`src/hw/rtl/tgarle_pkg.sv`:
```
// ----------------------------------------------------------------------------
// tgarle_pkg: shared types and constants for the TGA RLE pixel decoder
// Register indexes, field widths and the pixel beat passed from the packet
// unpacker to the top level.
// ----------------------------------------------------------------------------
package tgarle_pkg;

    localparam int unsigned BYTE_W    = 8;
    localparam int unsigned BPP_W     = 3;
    localparam int unsigned COUNT_W   = 32;
    localparam int unsigned HELD_W    = 24;
    localparam int unsigned CFG_IDX_W = 1;
    localparam int unsigned CFG_DAT_W = 32;

    // Configuration register indexes
    localparam logic [CFG_IDX_W-1:0] REG_BYTES_PER_PIXEL = 1'd0;
    localparam logic [CFG_IDX_W-1:0] REG_PIXEL_TOTAL     = 1'd1;

    // Pixel sizes and reset values
    localparam logic [BPP_W-1:0]   BPP_32BIT       = 3'd4;
    localparam logic [BPP_W-1:0]   BPP_RESET       = 3'd4;
    localparam logic [COUNT_W-1:0] PIX_TOTAL_RESET = 32'd1;

    // Last byte position of a pixel
    localparam logic [1:0] LAST_POS_24 = 2'd2;
    localparam logic [1:0] LAST_POS_32 = 2'd3;

    // Repeat packet headers carry count+127
    localparam logic [BYTE_W-1:0] REPEAT_BIAS = 8'd127;

    typedef struct packed {
        logic              fire;
        logic [BYTE_W-1:0] red;
        logic [BYTE_W-1:0] green;
        logic [BYTE_W-1:0] blue;
        logic [BYTE_W-1:0] alpha;
        logic [BYTE_W-1:0] run;
    } pix_evt_t;

endpackage

```
`src/hw/rtl/tgarle_unpack.sv`:
```
// ----------------------------------------------------------------------------
// tgarle_unpack: packet header and pixel byte tracker
// Parses packet headers, gathers pixel bytes and flags the beat that
// completes a pixel, together with its channels and run length.
// ----------------------------------------------------------------------------
module tgarle_unpack (
    input  logic                          aclk,
    input  logic                          aresetn,
    input  logic                          byte_go,
    input  logic [tgarle_pkg::BYTE_W-1:0] data_byte,
    input  logic [tgarle_pkg::BPP_W-1:0]  bytes_per_pixel,
    output tgarle_pkg::pix_evt_t          evt
);
    import tgarle_pkg::*;

    logic              expect_header_reg, expect_header_next;
    logic              repeat_reg, repeat_next;
    logic [BYTE_W-1:0] left_reg, left_next;
    logic [1:0]        pos_reg, pos_next;
    logic [HELD_W-1:0] held_reg, held_next;

    logic [1:0]        last_pos;
    logic [BYTE_W-1:0] left_dec;

    assign last_pos = (bytes_per_pixel == BPP_32BIT) ? LAST_POS_32 : LAST_POS_24;
    assign left_dec = left_reg - 8'd1;

    always_comb begin
        expect_header_next = expect_header_reg;
        repeat_next        = repeat_reg;
        left_next          = left_reg;
        pos_next           = pos_reg;
        held_next          = held_reg;
        evt                = '0;
        evt.blue           = held_reg[7:0];
        evt.green          = held_reg[15:8];
        if (last_pos == LAST_POS_32) begin
            evt.red   = held_reg[23:16];
            evt.alpha = data_byte;
        end else begin
            evt.red   = data_byte;
            evt.alpha = '0;
        end
        evt.run = repeat_reg ? left_reg : 8'd1;

        if (byte_go) begin
            if (expect_header_reg) begin
                repeat_next        = data_byte[7];
                left_next          = data_byte[7] ? (data_byte - REPEAT_BIAS)
                                                  : (data_byte + 8'd1);
                expect_header_next = 1'b0;
                pos_next           = '0;
                held_next          = '0;
            end else if (pos_reg < last_pos) begin
                // gather a byte before the last one of the pixel
                case (pos_reg)
                    2'd0:    held_next[7:0]   = data_byte;
                    2'd1:    held_next[15:8]  = data_byte;
                    2'd2:    held_next[23:16] = data_byte;
                    default: held_next        = held_reg;
                endcase
                pos_next = pos_reg + 2'd1;
            end else begin
                evt.fire  = 1'b1;
                pos_next  = '0;
                held_next = '0;
                if (repeat_reg) begin
                    left_next          = '0;
                    expect_header_next = 1'b1;
                end else begin
                    left_next = left_dec;
                    if (left_dec == '0) begin
                        expect_header_next = 1'b1;
                    end
                end
            end
        end
    end

    always_ff @(posedge aclk) begin
        if (!aresetn) begin
            expect_header_reg <= 1'b1;
            repeat_reg        <= 1'b0;
            left_reg          <= '0;
            pos_reg           <= '0;
            held_reg          <= '0;
        end else begin
            expect_header_reg <= expect_header_next;
            repeat_reg        <= repeat_next;
            left_reg          <= left_next;
            pos_reg           <= pos_next;
            held_reg          <= held_next;
        end
    end

    // A packet body always has at least one pixel to go
    a_body_nonempty: assert property (@(posedge aclk) disable iff (!aresetn)
        !expect_header_reg |-> left_reg != '0)
        else $error("packet body with zero pixels left");

endmodule

```
`src/hw/rtl/tga_rle_pixel_decoder.sv`:
```
// ----------------------------------------------------------------------------
// tga_rle_pixel_decoder: run-length TGA pixel stream decoder
// Turns the byte stream of run-length TGA packets into pixel beats with run
// lengths, counted against the configured image size.
// ----------------------------------------------------------------------------
// The decoder takes one stream byte per cycle on s_data_byte while s_ready
// is high and emits one beat per complete pixel on the m_ channel, with blue
// and red already put in their own ports and a run length of 1 for literal
// pixels or the repeat count (1..128) for a repeat packet; repeats are never
// expanded. Pixels are 3 or 4 bytes (register 0, any value other than 4
// means 3; alpha reads zero for 3-byte pixels). Register 1 holds the pixel
// total: the beat that reaches it carries m_image_last, and m_overrun as
// well if its run goes past it. After that beat every byte is taken and
// dropped until reset. Throughput is one byte per cycle: each byte is
// handled by a short update of the packet tracker plus one 33-bit add and
// compare on the pixel count, and the result lands in an output register
// that s_ready keeps free as long as the consumer drains it. Each pixel's
// beat is registered. Write configuration only while the decoder is idle.
// ----------------------------------------------------------------------------
module tga_rle_pixel_decoder (
    input  logic                              aclk,
    input  logic                              aresetn,

    input  logic                              s_valid,
    output logic                              s_ready,
    input  logic [tgarle_pkg::BYTE_W-1:0]     s_data_byte,

    output logic                              m_valid,
    input  logic                              m_ready,
    output logic [tgarle_pkg::BYTE_W-1:0]     m_red,
    output logic [tgarle_pkg::BYTE_W-1:0]     m_green,
    output logic [tgarle_pkg::BYTE_W-1:0]     m_blue,
    output logic [tgarle_pkg::BYTE_W-1:0]     m_alpha,
    output logic [tgarle_pkg::BYTE_W-1:0]     m_run_length,
    output logic                              m_image_last,
    output logic                              m_overrun,

    input  logic                              cfg_valid,
    output logic                              cfg_ready,
    input  logic [tgarle_pkg::CFG_IDX_W-1:0]  cfg_index,
    input  logic [tgarle_pkg::CFG_DAT_W-1:0]  cfg_data
);
    import tgarle_pkg::*;

    // Configuration registers
    logic [BPP_W-1:0]   bpp_reg;
    logic [COUNT_W-1:0] total_reg;

    // Image progress
    logic [COUNT_W-1:0] pixels_done_reg, pixels_done_next;
    logic               image_complete_reg, image_complete_next;

    // Output register
    logic               m_valid_reg, m_valid_next;
    logic [BYTE_W-1:0]  m_red_reg, m_green_reg, m_blue_reg, m_alpha_reg, m_run_length_reg;
    logic               m_image_last_reg, m_overrun_reg;

    logic               in_beat;
    logic               byte_go;
    pix_evt_t           evt;
    logic [COUNT_W:0]   sum;
    logic               hit_total;
    logic               past_total;

    // Take a byte whenever the output register is empty or being drained
    assign s_ready   = !m_valid_reg || m_ready;
    assign cfg_ready = 1'b1;
    assign in_beat   = s_valid && s_ready;
    // Drop every byte once the image is complete
    assign byte_go   = in_beat && !image_complete_reg;

    tgarle_unpack u_unpack (
        .aclk            (aclk),
        .aresetn         (aresetn),
        .byte_go         (byte_go),
        .data_byte       (s_data_byte),
        .bytes_per_pixel (bpp_reg),
        .evt             (evt)
    );

    // Count pixels with the unsaturated sum, saturate the stored count
    assign sum        = {1'b0, pixels_done_reg} + {{(COUNT_W + 1 - BYTE_W){1'b0}}, evt.run};
    assign hit_total  = sum >= {1'b0, total_reg};
    assign past_total = sum >  {1'b0, total_reg};

    always_comb begin
        pixels_done_next    = pixels_done_reg;
        image_complete_next = image_complete_reg;
        m_valid_next        = m_valid_reg && !m_ready;
        if (evt.fire) begin
            pixels_done_next = sum[COUNT_W] ? '1 : sum[COUNT_W-1:0];
            m_valid_next     = 1'b1;
            if (hit_total) begin
                image_complete_next = 1'b1;
            end
        end
    end

    always_ff @(posedge aclk) begin
        if (!aresetn) begin
            bpp_reg            <= BPP_RESET;
            total_reg          <= PIX_TOTAL_RESET;
            pixels_done_reg    <= '0;
            image_complete_reg <= 1'b0;
            m_valid_reg        <= 1'b0;
        end else begin
            if (cfg_valid && cfg_ready) begin
                case (cfg_index)
                    REG_BYTES_PER_PIXEL: bpp_reg   <= cfg_data[BPP_W-1:0];
                    REG_PIXEL_TOTAL:     total_reg <= cfg_data[COUNT_W-1:0];
                    default:             bpp_reg   <= bpp_reg;
                endcase
            end
            pixels_done_reg    <= pixels_done_next;
            image_complete_reg <= image_complete_next;
            m_valid_reg        <= m_valid_next;
        end
    end

    // Load the result payload with each completed pixel
    always_ff @(posedge aclk) begin
        if (evt.fire) begin
            m_red_reg        <= evt.red;
            m_green_reg      <= evt.green;
            m_blue_reg       <= evt.blue;
            m_alpha_reg      <= evt.alpha;
            m_run_length_reg <= evt.run;
            m_image_last_reg <= hit_total;
            m_overrun_reg    <= past_total;
        end
    end

    assign m_valid      = m_valid_reg;
    assign m_red        = m_red_reg;
    assign m_green      = m_green_reg;
    assign m_blue       = m_blue_reg;
    assign m_alpha      = m_alpha_reg;
    assign m_run_length = m_run_length_reg;
    assign m_image_last = m_image_last_reg;
    assign m_overrun    = m_overrun_reg;

    // No new beat appears once the image is complete
    a_quiet_after_done: assert property (@(posedge aclk) disable iff (!aresetn)
        image_complete_reg && !m_valid_reg |=> !m_valid_reg)
        else $error("result produced after image completion");

    // An overrun beat is always the last beat of the image
    a_overrun_last: assert property (@(posedge aclk) disable iff (!aresetn)
        m_valid_reg && m_overrun_reg |-> m_image_last_reg)
        else $error("overrun without image_last");

    // Runs are never empty
    a_run_nonzero: assert property (@(posedge aclk) disable iff (!aresetn)
        m_valid_reg |-> m_run_length_reg != '0)
        else $error("zero run length");

    // The last beat leaves the image marked complete
    a_last_completes: assert property (@(posedge aclk) disable iff (!aresetn)
        m_valid_reg && m_image_last_reg |-> image_complete_reg)
        else $error("image_last beat without completion");

    // The pixel count never goes backward outside reset
    a_count_monotonic: assert property (@(posedge aclk) disable iff (!aresetn)
        $past(aresetn) |-> pixels_done_reg >= $past(pixels_done_reg))
        else $error("pixel count decreased");

endmodule

```
`config.mk`:
```
export PLATFORM = sky130hd
export DESIGN_NAME = tga_rle_pixel_decoder
export DESIGN_NICKNAME = d
export VERILOG_FILES = /design/src/hw/rtl/tgarle_pkg.sv /design/src/hw/rtl/tgarle_unpack.sv /design/src/hw/rtl/tga_rle_pixel_decoder.sv
export SDC_FILE = /design/constraint.sdc
export NUM_CORES = 1
export LEC_CHECK = 0
export ABC_AREA = 1
export ABC_CLOCK_PERIOD_IN_PS = 7300
export BUFFER_PORTS_ARGS = -buffer_cell sky130_fd_sc_hd__clkbuf_2
export CAP_MARGIN = 20
export CORE_UTILIZATION = 60
export DETAILED_ROUTE_END_ITERATION = 8
export GPL_ROUTABILITY_DRIVEN = 0
export MAX_ROUTING_LAYER = met4
export PLACE_DENSITY = 0.93
export SLEW_MARGIN = 5
export SYNTH_ARGS = -nofsm -noshare
export SYNTH_HDL_FRONTEND = slang
export SYNTH_HIERARCHICAL = 1
export SYNTH_SLANG_ARGS = --single-unit
```
`constraint.sdc`:
```
create_clock -name aclk -period 7.3 [get_ports aclk]
set_clock_uncertainty 0.05 [all_clocks]
set_input_delay 0.365 -clock aclk [delete_from_list [all_inputs] [get_ports aclk]]
set_output_delay 0.365 -clock aclk [all_outputs]
set_load 0.05 [all_outputs]
```
# Word level (Yosys, flattened, before mapping)
# Cells that the tools add are included.
[word_totals]
output_inout_bits = 45
word_cells = 76
inputBits = 46
reg_bits = 147
[classes]
n_eq_ne = 8
n_addsub = 5
order_cmp = 3
muxes = 23
bitwise = 1
reduce_logical = 17
[op_table]
columns = ["cell", "count"]
rows = [
  ["$mux 8", 9],
  ["$mux 24", 2],
  ["$add 32x8->33", 1],
  ["$ge 33x32->1", 1],
  ["$gt 33x32->1", 1],
  ["$mux 32", 1],
  ["$reduce_and 2->1", 8],
  ["$mux 1", 9],
  ["$ne 3x2->1 const B", 3],
  ["$add 8x1->8 const B", 1],
  ["$logic_not 8->1", 1],
  ["$sub 8x1->8 const B", 1],
  ["$sub 8x7->8 const B", 1],
  ["$eq 2x2->1 const B", 2],
  ["$mux 2", 2],
  ["$eq 3x3->1 const B", 1],
  ["$logic_and 1x1->1", 3],
  ["$logic_not 1->1", 3],
  ["$add 2x1->2 const B", 1],
  ["$eq 2x1->1 const B", 1],
  ["$logic_not 2->1", 1],
  ["$lt 2x2->1", 1],
  ["$ne 2x1->1 const B", 1],
  ["$logic_or 1x1->1", 1],
  ["$not 1->1", 1],
]

# Logic depth before layout (Yosys ltp)
[depth]
depth_word = 7
ltp_mapped = 26
ltp_nobuf = 25

# By module
# The synthesis kept the hierarchy.
[by_module_without_submodules]
columns = ["mod", "instances", "cells_per_inst", "area_per_inst_um2"]
rows = [
  ["tga_rle_pixel_decoder", 1, 629, 5551.6],
  ["tgarle_unpack", 1, 339, 2178.3],
]

# Least setup slack after synthesis
# Ideal clock, no wire load.
[synth_path]
path_kind = "reg-to-reg"
startpoint = "register u_unpack.repeat_reg"
endpoint = "register m_overrun_reg, in the netlist m_overrun, data pin"
t_arrival_ns = 3.053
synth_period_minus_slack_ns = 3.366
required_time_ns = 6.988
stages_incl_launch_ff = 20
path_slack_ns = 3.934
n_path_buf = 1
cell_sequence = "dfxtp_1 -> clkbuf_1 -> nand2_1 -> ha_1 -> fa_1 -> nand3_1 -> nand2_1 -> nand4_1 -> nand2_2 -> nand2_2 -> nor2_2 -> nand2_1 -> xor2_1 -> inv_1 -> ha_1 -> nand2_1 -> nor4b_1 -> nand4_1 -> inv_1 -> a22oi_1"
[synth_lines]
columns = ["element", "line", "rtl"]
rows = [
  ["start, declared", "tgarle_unpack.sv:17", "logic repeat_reg, repeat_next;"],
  ["start signal, assigned", "tgarle_unpack.sv:89", "repeat_reg <= repeat_next;"],
  ["end signal, assigned", "tga_rle_pixel_decoder.sv:129", "m_overrun_reg <= past_total;"],
  ["end, declared", "tga_rle_pixel_decoder.sv:56", "logic m_image_last_reg, m_overrun_reg;"],
]

==> flow_summary_export.csv <==
group,metric,value,unit
status,run_status,"finished clean",
critical_path,worst_ep_arrival_time,4.12,ns
final_layout,area_of_the_multi_input_gates,0.00354,mm2
detailed_routing,drtAntennaViolNets,0,
final_layout,num-nets-final,1124,
detailed_routing,detailroute.via_count,6777,
min_path,hold_path.startpoint,"cfg_data[2]",
detailed_routing,drt-met1-wl,7.27,mm
critical_path,end_kind,"register",
timing,rsz0062_at_grt,"no",
critical_path,rr_startpoint,"u_unpack/repeat_reg",
place,dpl_cell_area,0.00814,mm2
logic_synthesis,synth_ff_type,"sky130_fd_sc_hd__dfxtp_1",
logic_synthesis,syn-mean-instance-area,7.99,um2
floorplan,core,0.0126,mm2
place,place.port_buffers,89,
detailed_routing,routed-wl-met2,8.87,mm
logic_synthesis,synth.top_cell.area_share,0.272,
detailed_routing,met3WireLength,1.29,mm
flow_run,max_cap_check_violation_count,0,
logic_synthesis,synth.cell_area,0.00773,mm2
detailed_routing,top_layer_used,"met4",
logic_synthesis,syn-num-nets,1060,
pwr,irDropWorstVdd,0.000135,V
global_route,global_route_wire_length_before_repair,29.3,mm
final_layout,antennaDiodeCount,0,
detailed_routing,via_per_inst,5.57,
timing,hold_viol,0,
floorplan,dieHeight,116,um
timing,finalSetupViolCount,0,
clocking,cts_buffers,17,
final_layout,layout-drive-gt1-share,0.166,
final_layout,final.fill_count,896,
timing,period_minus_slack,3.98,ns
floorplan,chipWidth,116,um
detailed_routing,routed_wirelength,18.0,mm
clocking,worstSkewPairLatency,0.44,ns
logic_synthesis,most_numerous_cell_in_the_yosys_netlist,"sky130_fd_sc_hd__nand2_1",
final_layout,area_growth,13.4,%
clocking,cts_repair_resize_count,0,
logic_synthesis,synth_warnings,6,
critical_path,cp_max_fo,10,
timing,timing.final.max_slew_violations,0,
clocking,htreeDepth,4,
logic_synthesis,synthesis.instances,968,
pwr,total_leakage_power,4.22,nW
critical_path,crit_type,"reg2reg",
critical_path,crit_path_start_kind,"register",
logic_synthesis,yosysUniqueCellTypes,47,
clocking,clock_tree.buffer_depth,2,
critical_path,worst_ep_required_time,7.44,ns
logic_synthesis,synth.area.top_cells,"sky130_fd_sc_hd__dfxtp_1 27%, sky130_fd_sc_hd__edfxtp_1 16%, sky130_fd_sc_hd__ha_1 7.3%, sky130_fd_sc_hd__nand2_1 6.9%, sky130_fd_sc_hd__inv_1 6.8%",
min_path,holdCritPathClass,"in2reg",
timing,final_critical_path_share_of_the_clock_period,0.546,
logic_synthesis,synth_async_sr_flop_share,0,
clocking,cts_tree,"yes",
logic_synthesis,synth_edf_count,42,
clocking,cts_setup_buffers,0,
global_route,grtUsageTotal,0.294,
detailed_routing,route.detailed.wl_per_inst,14.8,um
global_route,grt_antenna_before_repair,0,
critical_path,startpoint,"u_unpack/repeat_reg",
floorplan,num_rows,41,
logic_synthesis,yosys.area.top_type,"sky130_fd_sc_hd__dfxtp_1",
final_layout,sequential_cell_area,0.00336,mm2
logic_synthesis,yosys_register_bits,147,
logic_synthesis,synth.top_cells.by_count,"143 x sky130_fd_sc_hd__nand2_1, 140 x sky130_fd_sc_hd__inv_1, 105 x sky130_fd_sc_hd__dfxtp_1",
pwr,power_per_cell_area,230,mW/mm2
logic_synthesis,seq_area_frac_synth,0.435,
timing,fin_setup_tns,0,ns
clocking,cts_hold_repair_buffers,0,
clocking,clk_pin_slew_worst_paths,0.06,ns
floorplan,die_area,0.0133,mm2
floorplan,initial_utilization,0.615,
detailed_routing,firstDrtPassIters,5,
global_route,via_count_of_the_first_global_routing_pass,6205,
floorplan,top_level_ports,91,
place,hpwl_dp,11.6,mm
clocking,cts.root.buffer_cell,"sky130_fd_sc_hd__clkbuf_16",
timing,fmaxAchievable,251,MHz
final_layout,final_design_area_no_fill,0.00876,mm2
clocking,cts_sinks,147,
global_route,grt_overflow_total,0,
global_route,maximum_number_of_pins_on_one_net_before_global_route_repair,98,
detailed_routing,drc_errors,0,
detailed_routing,drtIter0Drc,662,
timing,tightestPinTransition,0.968,ns
timing,relSlewSlack,0.352,
==> where the power goes <==
part	leakage (nW)	internal, mW	total, mW	switching (mW)
Sequential	1.23	0.870	0.888	0.0171
Combinational	2.69	0.0651	0.196	0.131
Clock	0.298	0.574	0.933	0.359
==> through the flow <==
| stage | std cells | hold slack (ns) | power [mW] | util | setup WS [ns] |
|---|---|---|---|---|---|
| 3_5_place_dp | 1185 | 0.368 | 1.09 | 0.647 | 3.46 |
| 3_3_place_gp | 1185 | 0.362 | 1.08 | 0.647 | 3.58 |
| 4_1_cts | 1217 | 0.136 | 2.01 | 0.697 | 3.41 |
| 5_1_grt | 1217 | 0.154 | 2.08 | 0.697 | 2.82 |
| 6_report | 1217 | 0.143 | 2.02 | 0.697 | 3.32 |
| 2_1_floorplan | 968 | 0.385 | 1.05 | - | 3.93 |
==> per-layer routing <==
layer | global-route usage | up-vias
met3 | 0.0622 | 55
li1 | - | 3296
met5 | - | -
met2 | 0.474 | 301
met4 | 0.151 | 0
met1 | 0.346 | 3125
==> layout make-up <==
class                   count  share of cell area
repair buffers             92              0.0534
clock inverters            15              0.0233
clock buffers              17              0.0485
flip-flops and latches    147               0.384
multi-input cells         630               0.404
inverters                 144              0.0621
well taps                 172              0.0246
==> cells in the final DEF (no fill, tap or decap), drive strengths merged, types with 7 or more instances in the layout <==
cell type,count
nand2,163
inv,147
nor2,106
a21oi,106
clkbuf,106
dfxtp,105
o21ai,100
ha,45
edfxtp,42
nand3,35
xor2,20
nor3,13
nand4,9
o221ai,7
==> cell families after synthesis <==
| kind of cell | Yosys count | synth area share |
|---|---|---|
| AOI/OAI and AO/OA | 222 | 0.157 |
| xor gates and xnor gates | 25 | 0.0283 |
| adders and majority gates | 46 | 0.0754 |
| buffers and inverters | 191 | 0.107 |
| DFF | 147 | 0.435 |
| other | 1 | 0.000485 |
| and+or+nand+nor | 336 | 0.197 |
==> worst max-delay path, cell delays in order, from the launching register on <==
cell                      delay (ns)
sky130_fd_sc_hd__dfxtp_1        0.50
sky130_fd_sc_hd__nand2_1        0.12
sky130_fd_sc_hd__ha_1           0.22
sky130_fd_sc_hd__fa_1           0.40
sky130_fd_sc_hd__nand3_1        0.11
sky130_fd_sc_hd__nand2_1        0.11
sky130_fd_sc_hd__nand4_1        0.11
sky130_fd_sc_hd__nand2_2        0.17
sky130_fd_sc_hd__nand2_2        0.13
sky130_fd_sc_hd__nor2_2         0.05
sky130_fd_sc_hd__nand2_1        0.07
sky130_fd_sc_hd__xor2_1         0.24
sky130_fd_sc_hd__inv_1          0.07
sky130_fd_sc_hd__ha_1           0.29
sky130_fd_sc_hd__nand2_1        0.07
sky130_fd_sc_hd__nor4b_1        0.56
sky130_fd_sc_hd__nand4_1        0.26
sky130_fd_sc_hd__inv_1          0.10
sky130_fd_sc_hd__a22oi_1        0.09
==> worst paths after layout <==
path                     end  slack [ns]  cells after the start
setup / recovery   m_overrun        3.32                     18
hold / removal    bpp_reg[2]        0.14                      3
setup reg to reg   m_overrun        3.32                     18
hold reg to reg   m_green[0]        0.38                      0
Power figures use the tool's default switching activity.
